[src/hw/rtl/dbea_pkg.sv]
// Shared types, constants and the helper function of the bandwidth efficiency adjust unit.
package dbea_pkg;

    localparam int BW_BITS    = 40;
    localparam int PCT_W      = 7;
    localparam int DIG        = 8;
    localparam int DIV_STAGES = (BW_BITS + DIG - 1) / DIG;
    localparam int DIV_W      = DIV_STAGES * DIG;
    localparam int ADJ_W      = BW_BITS + PCT_W;
    localparam int TABLE_LEN  = 27;
    localparam int IDX_W      = 5;
    localparam int N_TABLES   = 6;
    localparam int TBL_W      = 3;
    localparam int MAXP_W     = 6;
    localparam int QUEUE_DEPTH = 2;
    localparam int QPTR_W     = 1;
    localparam int QCNT_W     = 2;
    localparam int CFG_W      = 4;
    localparam int CFG_IDX_W  = 2;

    localparam logic [1:0] KIND_DDR3   = 2'd0;
    localparam logic [1:0] KIND_LPDDR4 = 2'd1;
    localparam logic [1:0] KIND_LPDDR3 = 2'd2;
    localparam logic [1:0] KIND_DDR2   = 2'd3;

    localparam logic [3:0] FOUR_CH = 4'hf;
    localparam logic [3:0] TWO_CH  = 4'h3;

    localparam logic [CFG_IDX_W-1:0] CFG_DRAM = 2'd0;
    localparam logic [CFG_IDX_W-1:0] CFG_CHAN = 2'd1;
    localparam logic [CFG_IDX_W-1:0] CFG_ECC  = 2'd2;

    localparam logic [TBL_W-1:0] TBL_LP4_4CH_ECC = 3'd0;
    localparam logic [TBL_W-1:0] TBL_LP4_2CH_ECC = 3'd1;
    localparam logic [TBL_W-1:0] TBL_LP4_4CH     = 3'd2;
    localparam logic [TBL_W-1:0] TBL_LP4_2CH     = 3'd3;
    localparam logic [TBL_W-1:0] TBL_LPDDR3      = 3'd4;
    localparam logic [TBL_W-1:0] TBL_DDR3        = 3'd5;

    localparam logic [PCT_W-1:0] PCT_LP4     = 7'd70;
    localparam logic [PCT_W-1:0] PCT_OTHER   = 7'd80;
    localparam logic [PCT_W-1:0] PCT_HUNDRED = 7'd100;

    localparam logic [31:0] THR_HZ [TABLE_LEN] = '{
        32'd5000000,   32'd10000000,  32'd20000000,  32'd30000000,  32'd40000000,
        32'd60000000,  32'd80000000,  32'd100000000, 32'd120000000, 32'd140000000,
        32'd160000000, 32'd180000000, 32'd200000000, 32'd250000000, 32'd300000000,
        32'd350000000, 32'd360000000, 32'd370000000, 32'd380000000, 32'd400000000,
        32'd450000000, 32'd500000000, 32'd550000000, 32'd600000000, 32'd650000000,
        32'd700000000, 32'd750000000
    };

    localparam logic [5:0] ISO_PCT [N_TABLES][TABLE_LEN] = '{
        '{6'd15, 6'd15, 6'd15, 6'd15, 6'd15, 6'd15, 6'd15, 6'd15, 6'd15, 6'd15,
          6'd15, 6'd15, 6'd15, 6'd15, 6'd1,  6'd1,  6'd1,  6'd1,  6'd1,  6'd1,
          6'd1,  6'd1,  6'd1,  6'd1,  6'd1,  6'd1,  6'd1},
        '{6'd28, 6'd28, 6'd28, 6'd28, 6'd28, 6'd28, 6'd28, 6'd28, 6'd28, 6'd28,
          6'd28, 6'd28, 6'd28, 6'd28, 6'd28, 6'd28, 6'd28, 6'd28, 6'd28, 6'd28,
          6'd28, 6'd1,  6'd1,  6'd1,  6'd1,  6'd1,  6'd1},
        '{6'd15, 6'd19, 6'd27, 6'd35, 6'd40, 6'd42, 6'd43, 6'd44, 6'd45, 6'd46,
          6'd48, 6'd49, 6'd50, 6'd50, 6'd50, 6'd50, 6'd50, 6'd50, 6'd50, 6'd50,
          6'd50, 6'd50, 6'd50, 6'd50, 6'd48, 6'd46, 6'd45},
        '{6'd27, 6'd28, 6'd29, 6'd30, 6'd33, 6'd39, 6'd44, 6'd47, 6'd47, 6'd47,
          6'd47, 6'd47, 6'd47, 6'd47, 6'd47, 6'd47, 6'd47, 6'd47, 6'd47, 6'd47,
          6'd47, 6'd47, 6'd47, 6'd47, 6'd47, 6'd47, 6'd47},
        '{6'd31, 6'd32, 6'd33, 6'd34, 6'd36, 6'd40, 6'd44, 6'd48, 6'd48, 6'd48,
          6'd48, 6'd48, 6'd48, 6'd48, 6'd47, 6'd31, 6'd1,  6'd1,  6'd1,  6'd1,
          6'd1,  6'd1,  6'd1,  6'd1,  6'd1,  6'd1,  6'd1},
        '{6'd28, 6'd29, 6'd32, 6'd34, 6'd36, 6'd41, 6'd45, 6'd47, 6'd47, 6'd47,
          6'd47, 6'd47, 6'd47, 6'd47, 6'd47, 6'd47, 6'd47, 6'd47, 6'd47, 6'd47,
          6'd47, 6'd47, 6'd1,  6'd1,  6'd1,  6'd1,  6'd1}
    };

    // Last entry above one in each table.
    localparam logic [MAXP_W-1:0] MAX_PCT [N_TABLES] = '{
        6'd15, 6'd28, 6'd45, 6'd47, 6'd31, 6'd47
    };

    typedef struct packed {
        logic [BW_BITS-1:0] total;
        logic [BW_BITS-1:0] iso;
        logic [BW_BITS-1:0] ceiling;
        logic [PCT_W-1:0]   gen_pct;
        logic [PCT_W-1:0]   iso_pct;
        logic               over;
        logic               cfg_err;
        logic [MAXP_W-1:0]  maxp;
    } item_t;

    typedef struct packed {
        logic [PCT_W-1:0] rem;
        logic [DIV_W-1:0] work;
    } div_state_t;

    // One digit of restoring division; quotient bits shift in at the bottom.
    function automatic div_state_t div_step(div_state_t s, logic [PCT_W-1:0] d);
        div_state_t  o;
        logic [PCT_W:0] r;
        logic        ge;
        o = s;
        for (int k = 0; k < DIG; k++) begin
            r = {o.rem, o.work[DIV_W-1]};
            ge = (r >= {1'b0, d});
            o.work = {o.work[DIV_W-2:0], ge};
            o.rem = ge ? PCT_W'(r - {1'b0, d}) : PCT_W'(r);
        end
        return o;
    endfunction

endpackage

[src/hw/rtl/dbea_classify.sv]
// Front end: configuration registers and classification of each request.
module dbea_classify (
    input  logic                             aclk,
    input  logic                             aresetn,
    input  logic                             cfg_we,
    input  logic [dbea_pkg::CFG_IDX_W-1:0]   cfg_index,
    input  logic [dbea_pkg::CFG_W-1:0]       cfg_data,
    input  logic [dbea_pkg::BW_BITS-1:0]     total,
    input  logic [dbea_pkg::BW_BITS-1:0]     iso,
    input  logic [dbea_pkg::BW_BITS-1:0]     ceiling,
    output dbea_pkg::item_t                  item
);

    logic [1:0] dram_reg;
    logic [3:0] chan_reg;
    logic       ecc_reg;

    always_ff @(posedge aclk) begin
        if (!aresetn) begin
            dram_reg <= dbea_pkg::KIND_LPDDR4;
            chan_reg <= dbea_pkg::FOUR_CH;
            ecc_reg  <= 1'b0;
        end else if (cfg_we) begin
            case (cfg_index)
                dbea_pkg::CFG_DRAM: dram_reg <= cfg_data[1:0];
                dbea_pkg::CFG_CHAN: chan_reg <= cfg_data[3:0];
                dbea_pkg::CFG_ECC:  ecc_reg  <= cfg_data[0];
                default: ;
            endcase
        end
    end

    logic [dbea_pkg::TBL_W-1:0]  tbl;
    logic [dbea_pkg::PCT_W-1:0]  gen;
    logic                        err;
    logic [dbea_pkg::IDX_W-1:0]  idx;
    logic [5:0]                  pct;

    always_comb begin
        tbl = dbea_pkg::TBL_DDR3;
        gen = dbea_pkg::PCT_OTHER;
        err = 1'b0;
        case (dram_reg)
            dbea_pkg::KIND_LPDDR4: begin
                gen = dbea_pkg::PCT_LP4;
                if (chan_reg == dbea_pkg::FOUR_CH) begin
                    tbl = ecc_reg ? dbea_pkg::TBL_LP4_4CH_ECC : dbea_pkg::TBL_LP4_4CH;
                end else if (chan_reg == dbea_pkg::TWO_CH) begin
                    tbl = ecc_reg ? dbea_pkg::TBL_LP4_2CH_ECC : dbea_pkg::TBL_LP4_2CH;
                end else begin
                    err = 1'b1;
                end
            end
            dbea_pkg::KIND_LPDDR3: tbl = dbea_pkg::TBL_LPDDR3;
            dbea_pkg::KIND_DDR3:   tbl = dbea_pkg::TBL_DDR3;
            default:               err = 1'b1;
        endcase
    end

    // Comparing in Hz against scaled thresholds matches the whole-MHz search.
    always_comb begin
        idx = '0;
        for (int i = 1; i < dbea_pkg::TABLE_LEN; i++) begin
            if (iso >= dbea_pkg::BW_BITS'(dbea_pkg::THR_HZ[i])) begin
                idx = dbea_pkg::IDX_W'(i);
            end
        end
        pct = dbea_pkg::ISO_PCT[tbl][idx];
    end

    always_comb begin
        item.total   = total;
        item.iso     = iso;
        item.ceiling = ceiling;
        item.gen_pct = gen;
        item.iso_pct = dbea_pkg::PCT_W'(pct);
        item.over    = (pct == 6'd1) && !err;
        item.cfg_err = err;
        item.maxp    = err ? '0 : dbea_pkg::MAX_PCT[tbl];
    end

endmodule

[src/hw/rtl/dbea_queue.sv]
// Two-entry queue between the front end and the divider back end.
module dbea_queue (
    input  logic            aclk,
    input  logic            aresetn,
    input  logic            wr_valid,
    output logic            wr_ready,
    input  dbea_pkg::item_t wr_item,
    output logic            rd_valid,
    input  logic            rd_pop,
    output dbea_pkg::item_t rd_item
);

    dbea_pkg::item_t                  mem_reg [dbea_pkg::QUEUE_DEPTH];
    logic [dbea_pkg::QPTR_W-1:0]      wptr_reg;
    logic [dbea_pkg::QPTR_W-1:0]      rptr_reg;
    logic [dbea_pkg::QCNT_W-1:0]      cnt_reg;
    logic                             push;
    logic                             pop;

    assign wr_ready = cnt_reg < dbea_pkg::QCNT_W'(dbea_pkg::QUEUE_DEPTH);
    assign rd_valid = cnt_reg != '0;
    assign rd_item  = mem_reg[rptr_reg];
    assign push     = wr_valid && wr_ready;
    assign pop      = rd_pop && rd_valid;

    always_ff @(posedge aclk) begin
        if (push) begin
            mem_reg[wptr_reg] <= wr_item;
        end
    end

    always_ff @(posedge aclk) begin
        if (!aresetn) begin
            wptr_reg <= '0;
            rptr_reg <= '0;
            cnt_reg  <= '0;
        end else begin
            if (push) begin
                wptr_reg <= wptr_reg + 1'b1;
            end
            if (pop) begin
                rptr_reg <= rptr_reg + 1'b1;
            end
            cnt_reg <= cnt_reg + dbea_pkg::QCNT_W'(push) - dbea_pkg::QCNT_W'(pop);
        end
    end

endmodule

[src/hw/rtl/dbea_divider.sv]
// Pipelined restoring divider by a small divisor, one digit per stage.
module dbea_divider (
    input  logic                          aclk,
    input  logic                          en,
    input  logic [dbea_pkg::BW_BITS-1:0]  dividend,
    input  logic [dbea_pkg::PCT_W-1:0]    divisor,
    output logic [dbea_pkg::DIV_W-1:0]    quotient
);

    dbea_pkg::div_state_t        st_reg [dbea_pkg::DIV_STAGES];
    logic [dbea_pkg::PCT_W-1:0]  d_reg  [dbea_pkg::DIV_STAGES];
    dbea_pkg::div_state_t        first;

    always_comb begin
        first.rem  = '0;
        first.work = dbea_pkg::DIV_W'(dividend);
    end

    always_ff @(posedge aclk) begin
        if (en) begin
            st_reg[0] <= dbea_pkg::div_step(first, divisor);
            d_reg[0]  <= divisor;
            for (int s = 1; s < dbea_pkg::DIV_STAGES; s++) begin
                st_reg[s] <= dbea_pkg::div_step(st_reg[s-1], d_reg[s-1]);
                d_reg[s]  <= d_reg[s-1];
            end
        end
    end

    assign quotient = st_reg[dbea_pkg::DIV_STAGES-1].work;

endmodule

[src/hw/rtl/dbea_execute.sv]
// Back end: divides by the efficiencies, applies the ceiling and holds the result.
module dbea_execute (
    input  logic                          aclk,
    input  logic                          aresetn,
    input  logic                          q_valid,
    input  dbea_pkg::item_t               q_item,
    output logic                          q_pop,
    output logic                          m_valid,
    input  logic                          m_ready,
    output logic [dbea_pkg::BW_BITS-1:0]  m_required_bw,
    output logic [dbea_pkg::BW_BITS-1:0]  m_iso_adjusted,
    output logic                          m_iso_over_limit,
    output logic                          m_config_error,
    output logic [dbea_pkg::MAXP_W-1:0]   m_max_iso_percent
);

    typedef struct packed {
        logic [dbea_pkg::BW_BITS-1:0] ceiling;
        logic                         ztot;
        logic                         ziso;
        logic                         over;
        logic                         cfg_err;
        logic [dbea_pkg::MAXP_W-1:0]  maxp;
    } side_t;

    logic                          adv;
    logic [dbea_pkg::DIV_STAGES-1:0] v_reg;
    side_t                         side_reg [dbea_pkg::DIV_STAGES];
    side_t                         side_in;
    logic [dbea_pkg::DIV_W-1:0]    q_tot;
    logic [dbea_pkg::DIV_W-1:0]    q_iso;
    logic [dbea_pkg::DIV_W-1:0]    q_cdiv;
    logic                          a_valid_reg;
    side_t                         a_side_reg;
    logic [dbea_pkg::ADJ_W-1:0]    a_tot_reg;
    logic [dbea_pkg::ADJ_W-1:0]    a_iso_reg;
    logic [dbea_pkg::ADJ_W-1:0]    tot_next;
    logic [dbea_pkg::ADJ_W-1:0]    iso_next;
    logic [dbea_pkg::ADJ_W-1:0]    req_full;
    logic                          m_valid_reg;
    side_t                         last;

    // The whole back end moves together unless a finished result is stuck.
    assign adv   = !m_valid_reg || m_ready;
    assign q_pop = adv && q_valid;

    always_comb begin
        side_in.ceiling = q_item.ceiling;
        side_in.ztot    = q_item.total == '0;
        side_in.ziso    = q_item.iso == '0;
        side_in.over    = q_item.over;
        side_in.cfg_err = q_item.cfg_err;
        side_in.maxp    = q_item.maxp;
    end

    dbea_divider u_div_tot (
        .aclk(aclk), .en(adv), .dividend(q_item.total),
        .divisor(q_item.gen_pct), .quotient(q_tot)
    );
    dbea_divider u_div_iso (
        .aclk(aclk), .en(adv), .dividend(q_item.iso),
        .divisor(q_item.iso_pct), .quotient(q_iso)
    );
    dbea_divider u_div_ceil (
        .aclk(aclk), .en(adv), .dividend(q_item.ceiling),
        .divisor(dbea_pkg::PCT_HUNDRED), .quotient(q_cdiv)
    );

    always_ff @(posedge aclk) begin
        if (!aresetn) begin
            v_reg       <= '0;
            a_valid_reg <= 1'b0;
            m_valid_reg <= 1'b0;
        end else if (adv) begin
            v_reg       <= {v_reg[dbea_pkg::DIV_STAGES-2:0], q_valid};
            a_valid_reg <= v_reg[dbea_pkg::DIV_STAGES-1];
            m_valid_reg <= a_valid_reg;
        end
    end

    always_ff @(posedge aclk) begin
        if (adv) begin
            side_reg[0] <= side_in;
            for (int s = 1; s < dbea_pkg::DIV_STAGES; s++) begin
                side_reg[s] <= side_reg[s-1];
            end
        end
    end

    assign last = side_reg[dbea_pkg::DIV_STAGES-1];

    // A zero request stays zero; otherwise the scaled quotient or the ceiling.
    always_comb begin
        if (last.ztot) begin
            tot_next = '0;
        end else if (q_tot < q_cdiv) begin
            tot_next = dbea_pkg::ADJ_W'(q_tot) * dbea_pkg::ADJ_W'(dbea_pkg::PCT_HUNDRED);
        end else begin
            tot_next = dbea_pkg::ADJ_W'(last.ceiling);
        end
        if (last.ziso) begin
            iso_next = '0;
        end else if (q_iso < q_cdiv) begin
            iso_next = dbea_pkg::ADJ_W'(q_iso) * dbea_pkg::ADJ_W'(dbea_pkg::PCT_HUNDRED);
        end else begin
            iso_next = dbea_pkg::ADJ_W'(last.ceiling);
        end
    end

    always_ff @(posedge aclk) begin
        if (adv) begin
            a_side_reg <= last;
            a_tot_reg  <= tot_next;
            a_iso_reg  <= iso_next;
        end
    end

    assign req_full = (a_tot_reg > a_iso_reg) ? a_tot_reg : a_iso_reg;

    always_ff @(posedge aclk) begin
        if (adv) begin
            m_required_bw     <= a_side_reg.cfg_err ? '0 : req_full[dbea_pkg::BW_BITS-1:0];
            m_iso_adjusted    <= a_side_reg.cfg_err ? '0 : a_iso_reg[dbea_pkg::BW_BITS-1:0];
            m_iso_over_limit  <= a_side_reg.over;
            m_config_error    <= a_side_reg.cfg_err;
            m_max_iso_percent <= a_side_reg.maxp;
        end
    end

    assign m_valid = m_valid_reg;

endmodule

[src/hw/rtl/dram_bandwidth_efficiency_adjust_unit.sv]
// Top level of the DRAM bandwidth efficiency adjust unit.
// Accepts one request per cycle while s_ready is high; one result each, in order.
// After acceptance a request passes through the queue, the DIV_STAGES divider
// stages, which retire eight quotient bits each, then the ceiling/scale stage and
// the output register. A stalled result freezes the whole back end; the two-entry
// queue then fills and the input stalls. The queue separates the classifying front
// end from the divider back end.
// Configuration is written through cfg_we/cfg_index/cfg_data while idle.
module dram_bandwidth_efficiency_adjust_unit (
    input  logic                            aclk,
    input  logic                            aresetn,
    input  logic                            cfg_we,
    input  logic [dbea_pkg::CFG_IDX_W-1:0]  cfg_index,
    input  logic [dbea_pkg::CFG_W-1:0]      cfg_data,
    input  logic                            s_valid,
    output logic                            s_ready,
    input  logic [dbea_pkg::BW_BITS-1:0]    s_total_request,
    input  logic [dbea_pkg::BW_BITS-1:0]    s_iso_request,
    input  logic [dbea_pkg::BW_BITS-1:0]    s_rate_ceiling,
    output logic                            m_valid,
    input  logic                            m_ready,
    output logic [dbea_pkg::BW_BITS-1:0]    m_required_bw,
    output logic [dbea_pkg::BW_BITS-1:0]    m_iso_adjusted,
    output logic                            m_iso_over_limit,
    output logic                            m_config_error,
    output logic [dbea_pkg::MAXP_W-1:0]     m_max_iso_percent
);

    dbea_pkg::item_t front_item;
    dbea_pkg::item_t q_item;
    logic            q_valid;
    logic            q_pop;

    dbea_classify u_front (
        .aclk(aclk), .aresetn(aresetn),
        .cfg_we(cfg_we), .cfg_index(cfg_index), .cfg_data(cfg_data),
        .total(s_total_request), .iso(s_iso_request), .ceiling(s_rate_ceiling),
        .item(front_item)
    );

    dbea_queue u_queue (
        .aclk(aclk), .aresetn(aresetn),
        .wr_valid(s_valid), .wr_ready(s_ready), .wr_item(front_item),
        .rd_valid(q_valid), .rd_pop(q_pop), .rd_item(q_item)
    );

    dbea_execute u_back (
        .aclk(aclk), .aresetn(aresetn),
        .q_valid(q_valid), .q_item(q_item), .q_pop(q_pop),
        .m_valid(m_valid), .m_ready(m_ready),
        .m_required_bw(m_required_bw), .m_iso_adjusted(m_iso_adjusted),
        .m_iso_over_limit(m_iso_over_limit), .m_config_error(m_config_error),
        .m_max_iso_percent(m_max_iso_percent)
    );

endmodule

[config.mk]
export PLATFORM = sky130hd
export DESIGN_NAME = dram_bandwidth_efficiency_adjust_unit
export DESIGN_NICKNAME = d
export VERILOG_FILES = /design/src/hw/rtl/dbea_pkg.sv /design/src/hw/rtl/dbea_classify.sv /design/src/hw/rtl/dbea_queue.sv /design/src/hw/rtl/dbea_divider.sv /design/src/hw/rtl/dbea_execute.sv /design/src/hw/rtl/dram_bandwidth_efficiency_adjust_unit.sv
export SDC_FILE = /design/constraint.sdc
export NUM_CORES = 2
export LEC_CHECK = 0
export BUFFER_PORTS_ARGS = -buffer_cell sky130_fd_sc_hd__buf_2
export CAP_MARGIN = 20
export CELL_PAD_IN_SITES_DETAIL_PLACEMENT = 0
export CELL_PAD_IN_SITES_GLOBAL_PLACEMENT = 1
export CORE_ASPECT_RATIO = 1.25
export CORE_MARGIN = 2
export CORE_UTILIZATION = 43
export DETAILED_ROUTE_END_ITERATION = 12
export GPL_TIMING_DRIVEN = 0
export PLACE_DENSITY_LB_ADDON = 0.1
export SLEW_MARGIN = 15
export SYNTH_ARGS = -nofsm -noshare
export SYNTH_HDL_FRONTEND = slang
export SYNTH_HIERARCHICAL = 1
export SYNTH_SLANG_ARGS = --single-unit
[constraint.sdc]
create_clock -name aclk -period 35.4 [get_ports aclk]
set_clock_uncertainty 0.2 [all_clocks]
set_input_delay 0 -clock aclk [delete_from_list [all_inputs] [get_ports aclk]]
set_output_delay 0 -clock aclk [all_outputs]
set_load 0.005 [all_outputs]
After elaboration in Yosys (flattened, before gate mapping):

Memory sizes are Yosys's and may differ from the RTL's. A register that Yosys moved wholly into a read port is not among the register bits.
Cells that the tools add are included.

* add/sub/neg operators: 124
* shift operators: 0
* $mul: 2
* bitwise operators: 4
* div/mod/pow operators: 0
* equality and inequality tests: 7
* mux-type cells: 172
* magnitude comparators: 152
* reduce and logical (&&, ||, !) cells: 20

Operators by type and width (number)
* $ge 8x7->1: 110
* $mux 7: 120
* $sub 7x7->7: 110
* $mux 162: 2
* $ge 40x29->1 const B: 8
* $ge 40x28->1 const B: 5
* $ge 40x30->1 const B: 5
* $ge 40x27->1 const B: 3
* $mux 40: 3
* $mul 40x5->45 const B: 2
* $ge 40x25->1 const B: 2
* $ge 40x26->1 const B: 2
* $logic_not 40->1: 2
* $lt 40x40->1: 2
* $mux 5: 12
* $ge 8x7->1 const B: 7
* $sub 7x7->7 const B: 7
* $gt 47x47->1: 1
* $ge 40x24->1 const B: 1
* $mux 4: 8
* $bmux 6 s5: 1
* $mux 6: 5
* $mux 3: 6
* $ge 1x7->1: 2
* 28 further kinds: 55

* memories: 10
* ROM bits: 1344
* input port bits: 131
* logic and storage cells: 514
* RAM bits: 1338
* latch bits: 0
* flip-flop bits (word level): 208

Memories
* (no name shown): words 8, width 162, rd ports 1, clocked after Yosys merged registers in 0, write ports 0, line dbea_classify.sv:68 `pct = dbea_pkg::ISO_PCT[tbl][idx];`
* u_queue.mem_reg: words 2, width 139, rd ports 1, clocked after Yosys merged registers in 1, write ports 1, line dbea_queue.sv:13 `dbea_pkg::item_t mem_reg [dbea_pkg::QUEUE_DEPTH];`
* u_back.side_reg: words 5, width 50, rd ports 5, clocked after Yosys merged registers in 0, write ports 5, line dbea_execute.sv:28 `side_t side_reg [dbea_pkg::DIV_STAGES];`
* u_back.u_div_ceil.st_reg: words 5, width 47, rd ports 5, clocked after Yosys merged registers in 0, write ports 5, line dbea_divider.sv:10 `dbea_pkg::div_state_t st_reg [dbea_pkg::DIV_STAGES];`
* u_back.u_div_iso.st_reg: words 5, width 47, rd ports 5, clocked after Yosys merged registers in 0, write ports 5, line dbea_divider.sv:10
* u_back.u_div_tot.st_reg: words 5, width 47, rd ports 5, clocked after Yosys merged registers in 0, write ports 5, line dbea_divider.sv:10
* +4 memories

Longest topological paths before layout:

* depth after elaboration: 33
* depth in mapped cells: 87
* mapped depth without buffers: 82

Modules after synthesis:

The synthesis kept the hierarchy.

By module, submodules not included
* dbea_execute: area an instance 27776.6 sq um, cells an instance 2429, seq. area each 13352.8 sq um, instances 1
* dbea_divider (u_back.u_div_tot): area an instance 22909.5 sq um, cells an instance 2270, seq. area each 7687.4 sq um, instances 1
* dbea_divider (u_back.u_div_iso): area an instance 22836.9 sq um, cells an instance 2263, seq. area each 7687.4 sq um, instances 1
* dbea_divider (u_back.u_div_ceil): area an instance 22720.5 sq um, cells an instance 2253, seq. area each 7687.4 sq um, instances 1
* dbea_queue: area an instance 10812.9 sq um, cells an instance 469, seq. area each 8628.3 sq um, instances 1
* dbea_classify: area an instance 4579.4 sq um, cells an instance 700, seq. area each 140.1 sq um, instances 1

Worst setup path before layout:

OpenSTA, ideal clock, no wires.

* path type: flip-flop to flip-flop
* start: register u_back.m_valid_reg, in the netlist u_back/m_valid
* end: register u_queue/cnt_reg[1] (netlist bit)
* period minus slack after synthesis: 26.857 ns
* required time: 35.085 ns
* setup time: 0.115 ns
* data arrival time: 26.542 ns
* stages on the path, launching flop included: 11
* path buffers: 1
* setup slack: 8.543 ns
* path through: dfxtp_1 nor2b_1 clkbuf_1 inv_1 and2_1 nand3_1 o21ai_0 a21oi_1 ha_1 nor3_1 and3b_1

* longest elaborated chain between the ends: 5

Ends and longest elaborated chain
* start, declared: line dbea_execute.sv:40 `logic m_valid_reg;`
* start signal, assigned: line dbea_execute.sv:77 `m_valid_reg <= a_valid_reg;`
* $logic_not 1->1: line dbea_execute.sv:44 `assign adv = !m_valid_reg || m_ready;`
* $logic_or 1x1->1: line dbea_execute.sv:44
* net u_back.adv: line dbea_execute.sv:26 `logic adv;`
* $logic_and 1x1->1: line dbea_execute.sv:45 `assign q_pop = adv && q_valid;`
* net q_pop: line dram_bandwidth_efficiency_adjust_unit.sv:32 `logic q_pop;`
* $logic_and 1x1->1: line dbea_queue.sv:24 `assign pop = rd_pop && rd_valid;`
* $sub 2x1->2: line dbea_queue.sv:44 `cnt_reg <= cnt_reg + dbea_pkg::QCNT_W'(push) - dbea_pkg::QCNT_W'(pop);`
* end signal, assigned: line dbea_queue.sv:44
* end, declared: line dbea_queue.sv:16 `logic [dbea_pkg::QCNT_W-1:0] cnt_reg;`

The timed path passes the listed nets, and every way through them passes these cells.
A chain may end at the register's enable or synchronous reset.

==> impl_metrics.json <==
{
  "arrival_ps": 21650,
  "hold_buffers": 269,
  "drc": 0,
  "clk_pin_slew_ps": 60,
  "avgSynthCellArea_um2": 10.8,
  "wire_per_inst_um": 21.3,
  "ant_nets": 0,
  "endpoint_kind": "register",
  "final.setup.worst_slack_ps": 14130,
  "synthCells": 10400,
  "cp_max_fo": 10,
  "cts_setup_buffers": 0,
  "die-area_mm2": 0.264,
  "cts_tree": "done",
  "numPortBuffers": 134,
  "core_mm2": 0.259,
  "totalWireLength_um": 309000,
  "post_cts_resized": 0,
  "yosysTopAreaCellShare_pct": 40.1,
  "drv_cap": 0,
  "met3_usage_pct": 2.24,
  "busiest_layer": "met2",
  "antenna_found_initial": 14,
  "clk_latency_ps": 850,
  "synth-async-reset-ratio_pct": 0,
  "ioPinCount": 221,
  "worst-setup-path-type": "reg2reg",
  "synth_top_area_cell": "edfxtp_1",
  "hpwl_um": 242000,
  "cts_sinks": 1511,
  "rsz0062_at_grt": "false",
  "rows": 209,
  "hold_path.class": "in2reg",
  "drive_gt1_share_pct": 11.4,
  "slew_headroom_pct": 20.0,
  "fillers": 23500,
  "grt_max_degree": 122,
  "ys_types": 150,
  "viasPerCell": 5.56,
  "grt_pass1_vias": 81600,
  "final.min_clock_period_ps": 21270,
  "finalSetupViolCount": 0,
  "worst_slew_pin_slew_ps": 1170,
  "vias": 80800,
  "synth-main-ff-cell": "edfxtp_1",
  "grtUsageTotal_pct": 23.0,
  "area_growth_pct": 12.5,
  "globalRouteMet2Util_pct": 41.6,
  "use_met1_pct": 28.4,
  "drtIter0Drc": 4809,
  "outcome": "completed",
  "h-tree-depth": 4,
  "fp.dieH_um": 574,
  "layout.nets": 12600,
  "yosys-top-cells-area": "edfxtp_1, ha_1, inv_1",
  "start_util_pct": 43.1,
  "ff2ff_setup_slack_ps": 14130,
  "cts-root-buf": "clkbuf_16",
  "synth-edff-count": 1492,
  "critical_path_required_ps": 35780,
  "finalCritPeriodShare_pct": 60.1,
  "synth_commonest_cells": "edfxtp_1, ha_1, inv_1, nor2_1, o21ai_0",
  "cts_buffer_depth": 4,
  "largest_reg_flops": 284,
  "crit_slowest_cell": "edfxtp_1",
  "max_stage_delay_ps": 820,
  "yosysMostFrequentCell": "edfxtp_1",
  "netlist_area_mm2": 0.112,
  "pre_cts_ws_ps": 14510,
  "finalWeightedCongestion": 0.909,
  "fin_setup_tns_ps": 0,
  "startpoint_type": "register",
  "die_x_um": 460,
  "grt_pass1_wl_um": 474000,
  "crit_start": "u_back/u_div_iso/d_reg[0][8]$_DFFE_PP_",
  "hold_viol": 0,
  "grt_overflow": 0,
  "ys_seq_area_share_pct": 40.5,
  "cts_buffers": 174,
  "yosys_register_bits": 1511,
  "drv_slew": 0,
  "hold_path_startpoint": "s_valid",
  "ys_warn_count": 6,
  "detail_route.first_pass.iterations": 6,
  "fmax_ghz": 0.0470,
  "rr_startpoint": "u_back/u_div_iso/d_reg[0][8]$_DFFE_PP_"
}
## kinds of logic (layout without fill, tap and decap cells)
logic type / count (synthesis) / after routing / synth area share [%]
muxes: 727 / 727 / 7.26
adders and majority gates: 1398 / 1398 / 16.9
other: 4 / 48 / 0.0134
buffers and inverters: 1474 / 2207 / 5.61
DFF: 1511 / 1511 / 40.5
xor gates and xnor gates: 451 / 451 / 3.54
AOI/OAI and AO/OA: 2436 / 2436 / 15.0
and+or+nand+nor: 2383 / 2383 / 11.2
## stage by stage
stage / util, % / instance area (um^2) / cells / hold WS, ps
2_1_floorplan: - / 112000 / 10400 / -138
3_3_place_gp: 45.1 / 117000 / 13900 / -15.5
3_5_place_dp: 45.3 / 117000 / 14000 / -12.5
4_1_cts: 48.5 / 126000 / 14500 / 10.4
5_1_grt: 48.5 / 126000 / 14500 / 71.6
6_report: 48.5 / 126000 / 14500 / 73.1
## path summary, 6_finish.rpt
path | to | cells after the start
max | u_back/u_div_iso/st_reg[2][41]$_DFFE_PP_ | 77
min | u_queue/wptr_reg$_SDFFE_PN0P_ | 5
max reg2reg | u_back/u_div_iso/st_reg[2][41]$_DFFE_PP_ | 77
min reg2reg | u_back/u_div_iso/st_reg[4][29]$_DFFE_PP_ | 0
## critical path: cells and delay by family (launching register included)
| kind | cells | cell delay, ps |
|---|---|---|
| AO/OA/AOI/OAI | 44 | 10390 |
| adder cells (fa/ha/maj) | 8 | 3130 |
| multiplexers | 5 | 2640 |
| buffers and inverters | 8 | 2140 |
| AND/OR/NAND/NOR | 12 | 1660 |
| flip-flops | 1 | 820 |
## final cells by class
class	instances	area, um^2	share of cell area, %
antenna	9	22.5	0.0179
multi-input combinational	7434	60300	48.1
clock buffer	199	4470	3.56
clock inverter	103	1070	0.853
tap	3376	4220	3.36
sequential	1511	45200	36.0
timing repair buffer	431	3960	3.15
buffer	331	1970	1.57
inverter	1143	4310	3.43
## metal layers
| layer | share of wire (%) | vias up |
|---|---|---|
| li1 | - | 39500 |
| met1 | 43 | 39200 |
| met2 | 51 | 1580 |
| met3 | 3.3 | 473 |
| met4 | 3.6 | 2 |
| met5 | 0.0036 | - |
## cells in the final DEF, fill, tap and decap left out, types with 37 or more instances in the layout
cell type,Yosys,layout
mux2_4,85,85
edfxtp_1,1492,1492
a211oi_1,75,75
and2_1,50,50
nor4_1,55,54
mux2i_1,322,322
nor3b_1,38,38
buf_2,67,204
and3_1,51,50
nor2_1,597,596
o31a_1,37,37
ha_1,1214,1214
nor3_1,130,129
a21o_1,317,317
o21bai_1,45,45
clkbuf_16,0,175
nor2b_1,237,237
xnor2_1,278,278
o21ai_0,541,541
a21boi_0,70,70
conb_1,4,39
nand2_1,496,496
a31oi_1,39,39
nand4_1,147,147
or3_1,38,38
nand3_1,144,144
mux2_2,309,309
o21a_1,126,126
xor2_1,173,173
buf_4,137,139
o31ai_1,39,39
a21oi_1,510,510
nand2b_1,165,165
dlygate4sd3_1,0,269
fa_1,184,184
inv_1,1103,1102
o211ai_1,89,89
clkbuf_1,104,128
Power is left out: the tool's default activity adds up to more than one toggle a clock period on the data nets, which glitch-free logic cannot reach.
